<file path="config.mk">
export PLATFORM = sky130hd
export DESIGN_NAME = lfu_cache_policy_unit
export DESIGN_NICKNAME = d
export VERILOG_FILES = /design/src/sv/lfu_pkg.sv /design/src/sv/lfu_cache_policy_unit.sv /design/src/sv/lfu_entry_unit.sv
export VERILOG_INCLUDE_DIRS = /design/src /design/src/sv
export SDC_FILE = /design/constraint.sdc
export NUM_CORES = 2
export LEC_CHECK = 0
export BUFFER_PORTS_ARGS = -buffer_cell sky130_fd_sc_hd__buf_4
export CORE_MARGIN = 3
export CORE_UTILIZATION = 40
export DETAILED_ROUTE_END_ITERATION = 8
export PLACE_DENSITY = 0.62
export SKIP_LAST_GASP = 1
export SYNTH_ARGS = -nofsm -noshare
export SYNTH_HDL_FRONTEND = slang
export SYNTH_SLANG_ARGS = --single-unit
</file>
<file path="constraint.sdc">
create_clock -name clk_i -period 19 [get_ports clk_i]
set_input_delay 3.8 -clock clk_i [delete_from_list [all_inputs] [get_ports clk_i]]
set_output_delay 3.8 -clock clk_i [all_outputs]
set_load 0.01 [all_outputs]
</file>
<file path="src/sv/lfu_cache_policy_unit_macros.svh">
// ----------------------------------------------------------------------------
// LFU cache policy unit - assertion macros
// Wraps concurrent implication checks so they drop out when SYNTH is set.
// ----------------------------------------------------------------------------
`ifndef LFU_CACHE_POLICY_UNIT_MACROS_SVH
`define LFU_CACHE_POLICY_UNIT_MACROS_SVH

`ifndef SYNTH

// Same-cycle implication: when ante holds, cons must hold in that cycle.
`define LFU_ASSERT_IMP(lbl, clk, rst_n, ante, cons) \
  lbl: assert property (@(posedge clk) disable iff (!rst_n) (ante) |-> (cons)) \
    else $error("lfu_cache_policy_unit: same-cycle check failed");

// Next-cycle implication: when ante holds, cons must hold in the next cycle.
`define LFU_ASSERT_NXT(lbl, clk, rst_n, ante, cons) \
  lbl: assert property (@(posedge clk) disable iff (!rst_n) (ante) |=> (cons)) \
    else $error("lfu_cache_policy_unit: next-cycle check failed");

`else

`define LFU_ASSERT_IMP(lbl, clk, rst_n, ante, cons)
`define LFU_ASSERT_NXT(lbl, clk, rst_n, ante, cons)

`endif

`endif

</file>
<file path="src/sv/lfu_pkg.sv">
// ----------------------------------------------------------------------------
// LFU cache policy package
// Shared field widths, codes, sequencer states and control structs.
// ----------------------------------------------------------------------------
`timescale 1ns / 1ps

package lfu_pkg;

  // Fixed field widths
  localparam int KEY_W = 32;
  localparam int VAL_W = 32;
  localparam int CAP_W = 5;

  // Request modes
  localparam logic MODE_GET = 1'b0;
  localparam logic MODE_PUT = 1'b1;

  // Capacity after reset
  localparam logic [CAP_W-1:0] CAP_RESET = 5'd16;

  // Sequencer states
  typedef enum logic [2:0] {
    ST_IDLE,
    ST_SCAN,
    ST_DECIDE,
    ST_UPDATE,
    ST_COMMIT
  } lfu_state_e;

  // Table action chosen after the scan
  typedef enum logic [1:0] {
    ACT_NONE,
    ACT_BUMP,
    ACT_INSERT
  } lfu_act_e;

  // Kind of recency-rank sweep
  typedef enum logic {
    SW_PROMOTE,
    SW_INSERT
  } lfu_sweep_e;

  // Controls from the sequencer into the entry unit
  typedef struct packed {
    logic       found;
    logic       have;
    logic       free_found;
    logic       is_target;
    logic       is_victim;
    logic       evict;
    lfu_sweep_e sweep;
  } lfu_ctl_t;

  // Per-entry verdicts back to the sequencer
  typedef struct packed {
    logic match;
    logic better;
    logic free;
    logic rank_we;
  } lfu_flags_t;

endpackage

</file>
<file path="src/sv/lfu_cache_policy_unit.sv">
// ----------------------------------------------------------------------------
// LFU cache policy unit
// A key/value table with least-frequently-used replacement and least-recently
// used tie break. Pulse start while busy is low to issue a get (mode 0) or put
// (mode 1); busy stays high until the result, which appears on the result
// ports for exactly one cycle with done_o high and cannot be held off. Each
// request makes one pass over the table, one entry per cycle through the
// shared compare unit, to search for the key, victim and free slot. When
// ranks change (a get hit, or a put that updates or inserts) a second pass
// rewrites the recency ranks. Both passes go through the single read port of
// the entry tables. The user must write capacity through cfg_we_i/cfg_data_i
// only while the unit is idle; the unit itself does not enforce this.
// ----------------------------------------------------------------------------
`timescale 1ns / 1ps
`include "lfu_cache_policy_unit_macros.svh"

module lfu_cache_policy_unit #(
  parameter int ENTRIES     = 16,
  parameter int COUNT_WIDTH = 16
) (
  input  logic                      clk_i,
  input  logic                      rst_ni,
  input  logic                      start,
  output logic                      busy,
  input  logic                      mode_i,
  input  logic [lfu_pkg::KEY_W-1:0] key_i,
  input  logic [lfu_pkg::VAL_W-1:0] value_i,
  input  logic                      cfg_we_i,
  input  logic [lfu_pkg::CAP_W-1:0] cfg_data_i,
  output logic                      done_o,
  output logic                      hit_o,
  output logic [lfu_pkg::VAL_W-1:0] read_value_o,
  output logic                      evicted_o,
  output logic [lfu_pkg::KEY_W-1:0] evicted_key_o
);
  import lfu_pkg::*;

  localparam int IDX_W  = (ENTRIES > 1) ? $clog2(ENTRIES) : 1;
  localparam int RANK_W = IDX_W;
  localparam int CNT_W  = $clog2(ENTRIES + 1);
  localparam int CMP_W  = (CNT_W > CAP_W) ? CNT_W : CAP_W;

  // Sequencer and configuration
  lfu_state_e         state_q, state_d;
  logic [CNT_W-1:0]   cnt_q, cnt_d;
  logic [CAP_W-1:0]   cap_q;
  logic [CNT_W-1:0]   occ_q;
  logic [ENTRIES-1:0] valid_q;
  logic               done_q;

  // Request beat
  logic               mode_q;
  logic [KEY_W-1:0]   key_q;
  logic [VAL_W-1:0]   value_q;

  // Scan results
  logic               found_q, have_q, free_found_q;
  logic [IDX_W-1:0]   slot_q, vic_q, free_q;
  logic [RANK_W-1:0]  slot_rank_q, vic_rank_q;
  logic [COUNT_WIDTH-1:0] slot_cnt_q, vic_cnt_q;
  logic [VAL_W-1:0]   slot_val_q;
  logic [KEY_W-1:0]   vic_key_q;

  // Decision
  lfu_act_e           act_q, act_d;
  logic               evict_q, evict_d;
  logic [IDX_W-1:0]   target_q, target_d;

  // Result registers
  logic               hit_q;
  logic [VAL_W-1:0]   rval_q;
  logic               evd_q;
  logic [KEY_W-1:0]   evkey_q;

  // Entry tables and their read stage
  logic [KEY_W-1:0]       key_mem  [ENTRIES];
  logic [VAL_W-1:0]       val_mem  [ENTRIES];
  logic [COUNT_WIDTH-1:0] cnt_mem  [ENTRIES];
  logic [RANK_W-1:0]      rank_mem [ENTRIES];
  logic [KEY_W-1:0]       key_rd_q;
  logic [VAL_W-1:0]       val_rd_q;
  logic [COUNT_WIDTH-1:0] cnt_rd_q;
  logic [RANK_W-1:0]      rank_rd_q;
  logic [IDX_W-1:0]       pidx_q;

  // Sequencer outputs
  logic               last;
  logic               scan_en, upd_en, commit_en;
  logic [IDX_W-1:0]   rd_idx;

  // Entry unit hookup
  lfu_ctl_t           ctl;
  lfu_flags_t         flags;
  logic [RANK_W-1:0]  new_rank;
  logic [RANK_W-1:0]  pivot_rank;

  // Decision helpers
  logic [CMP_W-1:0]       cap_ext, cap_eff, occ_ext;
  logic                   full;
  logic [COUNT_WIDTH-1:0] slot_cnt_inc;

  assign last = (cnt_q == CNT_W'(ENTRIES));

  // Next state
  always_comb begin
    state_d = state_q;
    case (state_q)
      ST_IDLE: begin
        if (start) begin
          state_d = ST_SCAN;
        end
      end
      ST_SCAN: begin
        if (last) begin
          state_d = ST_DECIDE;
        end
      end
      ST_DECIDE: begin
        state_d = (act_d != ACT_NONE) ? ST_UPDATE : ST_COMMIT;
      end
      ST_UPDATE: begin
        if (last) begin
          state_d = ST_COMMIT;
        end
      end
      ST_COMMIT: begin
        state_d = ST_IDLE;
      end
      default: begin
        state_d = ST_IDLE;
      end
    endcase
  end

  // Sequencer outputs
  always_comb begin
    busy      = 1'b1;
    scan_en   = 1'b0;
    upd_en    = 1'b0;
    commit_en = 1'b0;
    cnt_d     = '0;
    case (state_q)
      ST_IDLE: begin
        busy = 1'b0;
      end
      ST_SCAN: begin
        scan_en = (cnt_q != '0);
        cnt_d   = last ? '0 : cnt_q + CNT_W'(1);
      end
      ST_DECIDE: begin
        cnt_d = '0;
      end
      ST_UPDATE: begin
        upd_en = (cnt_q != '0);
        cnt_d  = last ? '0 : cnt_q + CNT_W'(1);
      end
      ST_COMMIT: begin
        commit_en = 1'b1;
      end
      default: begin
        busy = 1'b1;
      end
    endcase
  end

  assign rd_idx = cnt_q[IDX_W-1:0];

  // Decide the action from the scan
  always_comb begin
    cap_ext = CMP_W'(cap_q);
    cap_eff = (cap_ext > CMP_W'(ENTRIES)) ? CMP_W'(ENTRIES) : cap_ext;
    occ_ext = CMP_W'(occ_q);
    full    = (occ_ext >= cap_eff);
    evict_d = 1'b0;
    act_d   = ACT_NONE;
    if (mode_q == MODE_GET) begin
      act_d = found_q ? ACT_BUMP : ACT_NONE;
    end else if (cap_q == '0) begin
      act_d = ACT_NONE;
    end else if (found_q) begin
      act_d = ACT_BUMP;
    end else begin
      evict_d = full && have_q;
      act_d   = (evict_d || free_found_q) ? ACT_INSERT : ACT_NONE;
    end
    if (found_q) begin
      target_d = slot_q;
    end else if (evict_d) begin
      target_d = (free_found_q && (free_q < vic_q)) ? free_q : vic_q;
    end else begin
      target_d = free_q;
    end
  end

  assign slot_cnt_inc = (&slot_cnt_q) ? slot_cnt_q : slot_cnt_q + COUNT_WIDTH'(1);

  // Drive the shared entry unit
  always_comb begin
    ctl.found      = found_q;
    ctl.have       = have_q;
    ctl.free_found = free_found_q;
    ctl.is_target  = (pidx_q == target_q);
    ctl.is_victim  = (pidx_q == vic_q);
    ctl.evict      = evict_q;
    ctl.sweep      = (act_q == ACT_INSERT) ? SW_INSERT : SW_PROMOTE;
  end

  assign pivot_rank = (act_q == ACT_INSERT) ? vic_rank_q : slot_rank_q;

  lfu_entry_unit #(
    .ENTRIES     (ENTRIES),
    .COUNT_WIDTH (COUNT_WIDTH)
  ) u_entry (
    .e_valid_i    (valid_q[pidx_q]),
    .e_key_i      (key_rd_q),
    .e_count_i    (cnt_rd_q),
    .e_rank_i     (rank_rd_q),
    .search_key_i (key_q),
    .best_count_i (vic_cnt_q),
    .best_rank_i  (vic_rank_q),
    .pivot_rank_i (pivot_rank),
    .ctl_i        (ctl),
    .flags_o      (flags),
    .new_rank_o   (new_rank)
  );

  // Control state: sequencer, capacity, occupancy, valid bits, scan flags
  always_ff @(posedge clk_i or negedge rst_ni) begin
    if (!rst_ni) begin
      state_q      <= ST_IDLE;
      cnt_q        <= '0;
      cap_q        <= CAP_RESET;
      occ_q        <= '0;
      valid_q      <= '0;
      done_q       <= 1'b0;
      found_q      <= 1'b0;
      have_q       <= 1'b0;
      free_found_q <= 1'b0;
      act_q        <= ACT_NONE;
      evict_q      <= 1'b0;
    end else begin
      state_q <= state_d;
      cnt_q   <= cnt_d;
      done_q  <= commit_en;
      if (cfg_we_i) begin
        cap_q <= cfg_data_i;
      end
      // Clear scan flags on a new beat
      if (state_q == ST_IDLE && start) begin
        found_q      <= 1'b0;
        have_q       <= 1'b0;
        free_found_q <= 1'b0;
      end
      if (scan_en) begin
        if (flags.match) begin
          found_q <= 1'b1;
        end
        if (flags.better) begin
          have_q <= 1'b1;
        end
        if (flags.free) begin
          free_found_q <= 1'b1;
        end
      end
      if (state_q == ST_DECIDE) begin
        act_q   <= act_d;
        evict_q <= evict_d;
      end
      // Retire the victim and claim the target slot
      if (commit_en && act_q == ACT_INSERT) begin
        if (evict_q && (vic_q != target_q)) begin
          valid_q[vic_q] <= 1'b0;
        end
        valid_q[target_q] <= 1'b1;
        if (!evict_q) begin
          occ_q <= occ_q + CNT_W'(1);
        end
      end
    end
  end

  // Payload: request beat, scan captures, results
  always_ff @(posedge clk_i) begin
    pidx_q <= rd_idx;
    if (state_q == ST_IDLE && start) begin
      mode_q  <= mode_i;
      key_q   <= key_i;
      value_q <= value_i;
    end
    if (scan_en) begin
      if (flags.match) begin
        slot_q      <= pidx_q;
        slot_rank_q <= rank_rd_q;
        slot_cnt_q  <= cnt_rd_q;
        slot_val_q  <= val_rd_q;
      end
      if (flags.better) begin
        vic_q      <= pidx_q;
        vic_cnt_q  <= cnt_rd_q;
        vic_rank_q <= rank_rd_q;
        vic_key_q  <= key_rd_q;
      end
      if (flags.free) begin
        free_q <= pidx_q;
      end
    end
    if (state_q == ST_DECIDE) begin
      target_q <= target_d;
      hit_q    <= found_q;
      rval_q   <= (mode_q == MODE_GET && found_q) ? slot_val_q : '0;
      evd_q    <= evict_d;
      evkey_q  <= evict_d ? vic_key_q : '0;
    end
  end

  // Entry tables: one registered read, writes from the sweep and commit
  always_ff @(posedge clk_i) begin
    key_rd_q  <= key_mem[rd_idx];
    val_rd_q  <= val_mem[rd_idx];
    cnt_rd_q  <= cnt_mem[rd_idx];
    rank_rd_q <= rank_mem[rd_idx];
    if (upd_en && flags.rank_we) begin
      rank_mem[pidx_q] <= new_rank;
    end
    if (commit_en) begin
      case (act_q)
        ACT_BUMP: begin
          cnt_mem[target_q] <= slot_cnt_inc;
          if (mode_q == MODE_PUT) begin
            val_mem[target_q] <= value_q;
          end
        end
        ACT_INSERT: begin
          key_mem[target_q] <= key_q;
          val_mem[target_q] <= value_q;
          cnt_mem[target_q] <= COUNT_WIDTH'(1);
        end
        default: begin
        end
      endcase
    end
  end

  assign done_o        = done_q;
  assign hit_o         = hit_q;
  assign read_value_o  = rval_q;
  assign evicted_o     = evd_q;
  assign evicted_key_o = evkey_q;

  // Checks
  `LFU_ASSERT_IMP(a_done_idle, clk_i, rst_ni, done_o, !busy)
  `LFU_ASSERT_NXT(a_accept_busy, clk_i, rst_ni, start && !busy, busy)
  `LFU_ASSERT_IMP(a_evict_miss, clk_i, rst_ni, done_o && evicted_o, !hit_o)
  `LFU_ASSERT_IMP(a_occ_valid, clk_i, rst_ni, state_q == ST_IDLE, $countones(valid_q) == int'(occ_q))
  `LFU_ASSERT_IMP(a_occ_bound, clk_i, rst_ni, state_q == ST_COMMIT, occ_q <= CNT_W'(ENTRIES))

endmodule

</file>
<file path="src/sv/lfu_entry_unit.sv">
// ----------------------------------------------------------------------------
// LFU entry unit
// Shared compare and rank-update unit: judges one table entry per cycle for
// key match, victim preference and free slot, and computes its new rank.
// ----------------------------------------------------------------------------
`timescale 1ns / 1ps

module lfu_entry_unit #(
  parameter int  ENTRIES     = 16,
  parameter int  COUNT_WIDTH = 16,
  localparam int RANK_W      = (ENTRIES > 1) ? $clog2(ENTRIES) : 1
) (
  input  logic                      e_valid_i,
  input  logic [lfu_pkg::KEY_W-1:0] e_key_i,
  input  logic [COUNT_WIDTH-1:0]    e_count_i,
  input  logic [RANK_W-1:0]         e_rank_i,
  input  logic [lfu_pkg::KEY_W-1:0] search_key_i,
  input  logic [COUNT_WIDTH-1:0]    best_count_i,
  input  logic [RANK_W-1:0]         best_rank_i,
  input  logic [RANK_W-1:0]         pivot_rank_i,
  input  lfu_pkg::lfu_ctl_t         ctl_i,
  output lfu_pkg::lfu_flags_t       flags_o,
  output logic [RANK_W-1:0]         new_rank_o
);
  import lfu_pkg::*;

  logic [RANK_W-1:0] rank_inc;

  assign rank_inc = e_rank_i + RANK_W'(1);

  // Judge the entry: first match, better victim, first free slot
  always_comb begin
    flags_o.match  = e_valid_i && (e_key_i == search_key_i) && !ctl_i.found;
    flags_o.better = e_valid_i &&
                     (!ctl_i.have || (e_count_i < best_count_i) ||
                      ((e_count_i == best_count_i) && (e_rank_i > best_rank_i)));
    flags_o.free   = !e_valid_i && !ctl_i.free_found;
    // Write back every surviving entry plus the target slot
    flags_o.rank_we = ctl_i.is_target ||
                      (e_valid_i && !(ctl_i.evict && ctl_i.is_victim));
  end

  // Compute the rank after promotion or insertion
  always_comb begin
    case (ctl_i.sweep)
      SW_PROMOTE: begin
        if (ctl_i.is_target) begin
          new_rank_o = '0;
        end else if (e_rank_i < pivot_rank_i) begin
          new_rank_o = rank_inc;
        end else begin
          new_rank_o = e_rank_i;
        end
      end
      SW_INSERT: begin
        if (ctl_i.is_target) begin
          new_rank_o = '0;
        end else if (ctl_i.evict && (e_rank_i > pivot_rank_i)) begin
          // older than the victim: the eviction and the insert cancel out
          new_rank_o = e_rank_i;
        end else begin
          new_rank_o = rank_inc;
        end
      end
      default: begin
        new_rank_o = e_rank_i;
      end
    endcase
  end

endmodule

</file>
# --- Word level (Yosys, flattened, before mapping) ---
# Memories as Yosys holds them, arrays and structs flattened. A register that Yosys moved wholly into a read port is not among the register bits.
# Index checks and enable logic that the tools add are counted.
totals:
  mem_bits_rw: 1344
  regBits: 296
  memories: 4
  inputBits: 74
  output_inout_bits: 68
op_classes:
  reduce_logical: 37
  muxes: 61
  n_lt_le_gt_ge: 12
  eq_ne: 15
  n_addsub: 4
  bitwise_logic: 8
memory_table:
  columns: ["name", "depth", "width", "rd", "rd_clocked_by_memory_dff", "write_ports", "line", "source"]
  rows:
  - ["key_mem", 16, 32, 1, 1, 1, "lfu_cache_policy_unit.sv:76", "logic [KEY_W-1:0] key_mem [ENTRIES];"]
  - ["val_mem", 16, 32, 1, 1, 1, "lfu_cache_policy_unit.sv:77", "logic [VAL_W-1:0] val_mem [ENTRIES];"]
  - ["cnt_mem", 16, 16, 1, 1, 1, "lfu_cache_policy_unit.sv:78", "logic [COUNT_WIDTH-1:0] cnt_mem [ENTRIES];"]
  - ["rank_mem", 16, 4, 1, 1, 1, "lfu_cache_policy_unit.sv:79", "logic [RANK_W-1:0] rank_mem [ENTRIES];"]
ops:
  columns: ["op", "count"]
  rows:
  - ["$mux 16", 4]
  - ["$eq 32x32->1", 1]
  - ["$mux 1", 32]
  - ["$mux 32", 1]
  - ["$mux 4", 8]
  - ["$logic_and 1x1->1", 17]
  - ["$add 16x1->16 const B", 1]
  - ["$and 16x16->16", 1]
  - ["$eq 16x16->1", 1]
  - ["$lt 16x16->1", 1]
  - ["$not 16->16", 1]
  - ["$or 16x16->16", 1]
  - ["$reduce_and 16->1", 1]
  - ["$lt 4x5->1 const B", 3]
  - ["$mux 5", 3]
  - ["$mux 3", 4]
  - ["$pmux 3 s4", 1]
  - ["$add 5x1->5 const B", 2]
  - ["$demux 1 s4", 2]
  - ["$eq 4x4->1", 2]
  - ["$ge 4x1->1 const B", 2]
  - ["$gt 4x4->1", 2]
  - ["$lt 4x4->1", 2]
  - ["$mux 2", 4]
  - ["24 further kinds", 40]

# --- Longest topological paths before layout ---
logic_depth:
  depth_word: 12
  depth_mapped: 11
  depth_no_buf: 9

# --- Modules after synthesis ---
# From an unflattened synthesis, not the netlist that was laid out.
hier_totals:
  hier_cells: 2831
  hier_area_um2: 64448.1
by_module_without_submodules:
  columns: ["mod", "n_inst", "seq_area_each_um2", "area_per_inst_um2", "cells_per_inst"]
  rows:
  - ["lfu_cache_policy_unit", 1, 50684.9, 63369.5, 2685]
  - ["lfu_entry_unit", 1, 0.0, 1078.5, 146]

# --- Worst setup path before layout ---
# No wires, ideal clock.
synth_timing:
  kind: "register to register"
  start: "register cnt_q[1]"
  end: "register slot_cnt_q[0] (enable)"
  slack_ns: 12.696
  arrival_ns: 5.762
  synth_period_minus_slack_ns: 6.304
  path_stages_with_launch: 10
  n_path_buf: 3
  path_cell_list: "dfrtp_1 -> clkbuf_1 -> buf_1 -> buf_1 -> inv_1 -> ha_1 -> or3b_2 -> o21a_1 -> nand3_1 -> nor3_1"
synth_via:
  elab_chain_cells: 3
synth_rtl:
  columns: ["item", "line", "source"]
  rows:
  - ["start: declaration", "lfu_cache_policy_unit.sv:45", "logic [CNT_W-1:0] cnt_q, cnt_d;"]
  - ["start signal: assignment", "lfu_cache_policy_unit.sv:243", "cnt_q <= cnt_d;"]
  - ["$reduce_bool 5->1", "lfu_cache_policy_unit.sv:147", "scan_en = (cnt_q != '0);"]
  - ["$mux 1", "lfu_cache_policy_unit.sv:142", "case (state_q)"]
  - ["$reduce_and 2->1 (no source line)", null, null]
  - ["end signal: assignment", "lfu_cache_policy_unit.sv:294", "slot_cnt_q <= cnt_rd_q;"]
  - ["end: declaration", "lfu_cache_policy_unit.sv:60", "logic [COUNT_WIDTH-1:0] slot_cnt_q, vic_cnt_q;"]
# Every way passes these cells.
# A chain may end at the register's enable or synchronous reset.

# --- Final worst setup path ---
layout_timing:
  start: "register state_q[2]"
  end: "output busy"
layout_via:
  elab_chain_cells: 2
layout_rtl:
  columns: ["item", "line", "source"]
  rows:
  - ["start: declaration", "lfu_cache_policy_unit.sv:44", "lfu_state_e state_q, state_d;"]
  - ["start signal: assignment", "lfu_cache_policy_unit.sv:242", "state_q <= state_d;"]
  - ["$logic_not 3->1", "lfu_cache_policy_unit.sv:142", null]
  - ["$mux 1", "lfu_cache_policy_unit.sv:142", null]
  - ["end: declaration", "lfu_cache_policy_unit.sv:24", "output logic busy,"]
# Every way passes these cells.

==> flow_summary.yaml <==
run_status:
  status: "complete, no violations"
synthesis:
  ys_seq_area_share_pct: 78.8
  ys_warn_count: 0
  synth_top_cell_by_area: "edfxtp_1"
  syn-num-nets: 2936
  synthDistinctLibCells: 67
  dominantRegCellSynth: "edfxtp_1"
  synth-async-reset-ratio_pct: 2.38
  ys_top_cells_by_area: "edfxtp_1 (74%), mux4_2 (15%), dfxtp_1 (2.7%)"
  synthCells: 2825
  syn_area_um2: 64300
  synth_top_area_share_pct: 74.5
  synth-edff-count: 1595
  ys_ff_latch: 1724
  synth.avg_cell_area_um2: 22.8
  yosysMostFrequentCell: "edfxtp_1"
  ys_top_cells_by_count: "edfxtp_1 (1595), mux4_2 (423), dfxtp_1 (88)"
min_path:
  min_to: "slot_val_q[22]$_DFFE_PP_"
  whs_path_depth: 0
  hp-start: "val_rd_q[22]$_DFF_P_"
  hp-class: "reg -> reg"
routing:
  first_iter_violations: 2628
  vias: 29000
  drt_first_pass_iters: 7
  routed_via_density: 5.38
  wl_um: 141000
  avgRoutedWirePerCell_um: 26.1
  ant_nets: 0
  drc: 0
timing:
  tightestPinTransition_ps: 1290
  fin_crit_ps: 5730
  finalSetupViolations: 0
  rsz0062_at_grt: "false"
  finClkSkew_ps: 47.3
  fmax_mhz: 175
  slew_headroom_pct: 13.7
  drv_slew: 0
  setup-tns-final_ps: 0
  holdWs_ps: 402
  hold_violations: 0
  finalCritPeriodShare_pct: 30.1
power_and_ir_drop:
  p_int_w: 0.00747
  powerDensity_nw_per_um2: 134
  comb_power_share_pct: 16.7
  ir_drop_v: 0.000134
  switchingPower_w: 0.00251
  pwr-share-seq_pct: 48.0
  swShare_pct: 25.2
  clkPwrFrac_pct: 35.3
  p_leak_nw: 23.6
global_route:
  antenna_found_initial: 6
  grt_pass1_wl_um: 206000
  overflow: 0
  grt_util_all_layers_pct: 17.2
  grt_pass1_vias: 29800
  grt_max_degree: 113
critical_path:
  cp_slowest_stage_delay_ps: 410
  path_cells: "nor2_1 -> nand2_1 -> buf_4"
  worstReg2RegStart: "cnt_q[0]$_DFF_PN0_"
  crit_type: "reg -> out"
  crit_path_start_kind: "flop"
  r2r_end: "cnt_rd_q[6]$_DFF_P_"
  r2r_cells: 5
  critPathArrivalTime_ps: 1930
  cp_max_fo: 4
  critPathRequiredTime_ps: 15200
  endpoint_kind: "output pin"
  r2r_slack_ps: 14660
  cpMaxStageDelayCell: "dfrtp_1"
clock_tree:
  clock-root-buffer: "clkbuf_16"
  numCtsBuffers: 177
  insertion_delay_ps: 810
  clock_sinks: 1724
  hold_buffers: 0
  cts_resized: 0
  tritoncts: "yes"
  cts_setup_buffers: 0
  clockBufferDepth: 3
  path_clk_slew_ps: 60
  h-tree-depth: 4
die:
  io_pins: 142
  core.rowCount: 146
  dieArea_um2: 166000
  dieHeight_um: 407
  die_w_um: 407
  core_area_um2: 159000
  start_util_pct: 40.4
placed_design:
  hpwl_um: 73500
  numPortBuffers: 141
  gp_congestion: 0.748
finish:
  nets: 3202
  areaGrowthSynthToFinish_pct: 15.8
  drive_gt1_share_pct: 30.3
job:
  drv_cap: 0
==> area by class of cell <==
type                    count  area, µm²
inverters                  39        151
fillers                 12900      84700
clock buffers             249       4980
repair buffers            214       1630
well taps                2146       2690
diodes                      2       5.00
multi-input cells         935      13300
clock inverters            82       1040
flip-flops and latches   1724      50700
==> metal layers <==
metal  up-vias  global-route usage [%]  part of all wire (%)
met2       940                    27.2                    49
met3       202                    3.62                   7.1
met4         2                    4.56                   2.0
li1      12300                       -                     -
met5         -                       0                0.0092
met1     15600                    24.4                    42
==> power groups by stage <==
stage	combinational, W	sequential, W	clock, W
2_1_floorplan	0.00130	0.00473	0
3_3_place_gp	0.00170	0.00486	0
3_5_place_dp	0.00171	0.00487	0
4_1_cts	0.00171	0.00480	0.00361
5_1_grt	0.00181	0.00482	0.00377
6_report	0.00167	0.00479	0.00353
==> kinds of logic after synthesis <==
group / after synthesis / share of synthesized area, %
XOR/XNOR: 58 / 0.801
multiplexers: 436 / 15.1
buffers and inverters: 166 / 1.10
flip-flops: 1724 / 78.8
AO/OA/AOI/OAI: 108 / 1.09
adder cells (fa/ha/maj): 37 / 0.720
AND/OR/NAND/NOR: 296 / 2.44
==> sequential cells by signal, indices dropped and copies added, names as in the netlist, 64 cells and up <==
register  cells
val_mem     512
cnt_mem     256
key_mem     512
rank_mem     64
==> worst max path at each step <==
stage                                 startpoint  slack [ps]                 endpoint  depth (start not counted)
after floorplan               cnt_q[1]$_DFF_PN0_       12700  slot_cnt_q[0]$_DFFE_PP_                          9
after global placement                     start       13160      key_q[11]$_DFFE_PP_                          4
after detailed placement                   start       13150      key_q[11]$_DFFE_PP_                          4
after CTS                 state_q[2]$_DFFE_PN0P_       13240                     busy                          3
after global routing      state_q[1]$_DFFE_PN0P_       13200                     busy                          3
final                     state_q[2]$_DFFE_PN0P_       13270                     busy                          3
==> per-stage QoR <==
stage               cells  total power, W  instance area, µm²  worst slack (ps)  utilization, %
global placement     5058         0.00656               68400             13160            43.0
CTS                  5389          0.0101               74500             13240            46.8
floorplan            2825         0.00603               64300             12700               -
global route         5389          0.0104               74500             13200            46.8
detailed placement   5058         0.00658               68400             13150            43.0
finish               5391         0.00999               74500             13270            46.8
==> layout by cell type, fill, tap and decap left out, drive strengths merged, types with 37 or more instances in the layout <==
| master | n |
|---|---|
| clkinv | 53 |
| mux4 | 424 |
| inv | 46 |
| and3 | 37 |
| dfxtp | 88 |
| nand2 | 42 |
| edfxtp | 1595 |
| buf | 214 |
| and2 | 37 |
| clkbuf | 249 |
| ha | 37 |
| nor2 | 88 |
| dfrtp | 40 |
| o21ai | 37 |
==> worst max-delay path, delay by kind of cell (launching register included) <==
family,cells,cell delay [ps]
and+or+nand+nor,2,480
DFF,1,410
buffers and inverters,1,230
(Power assumes the default switching activity.)
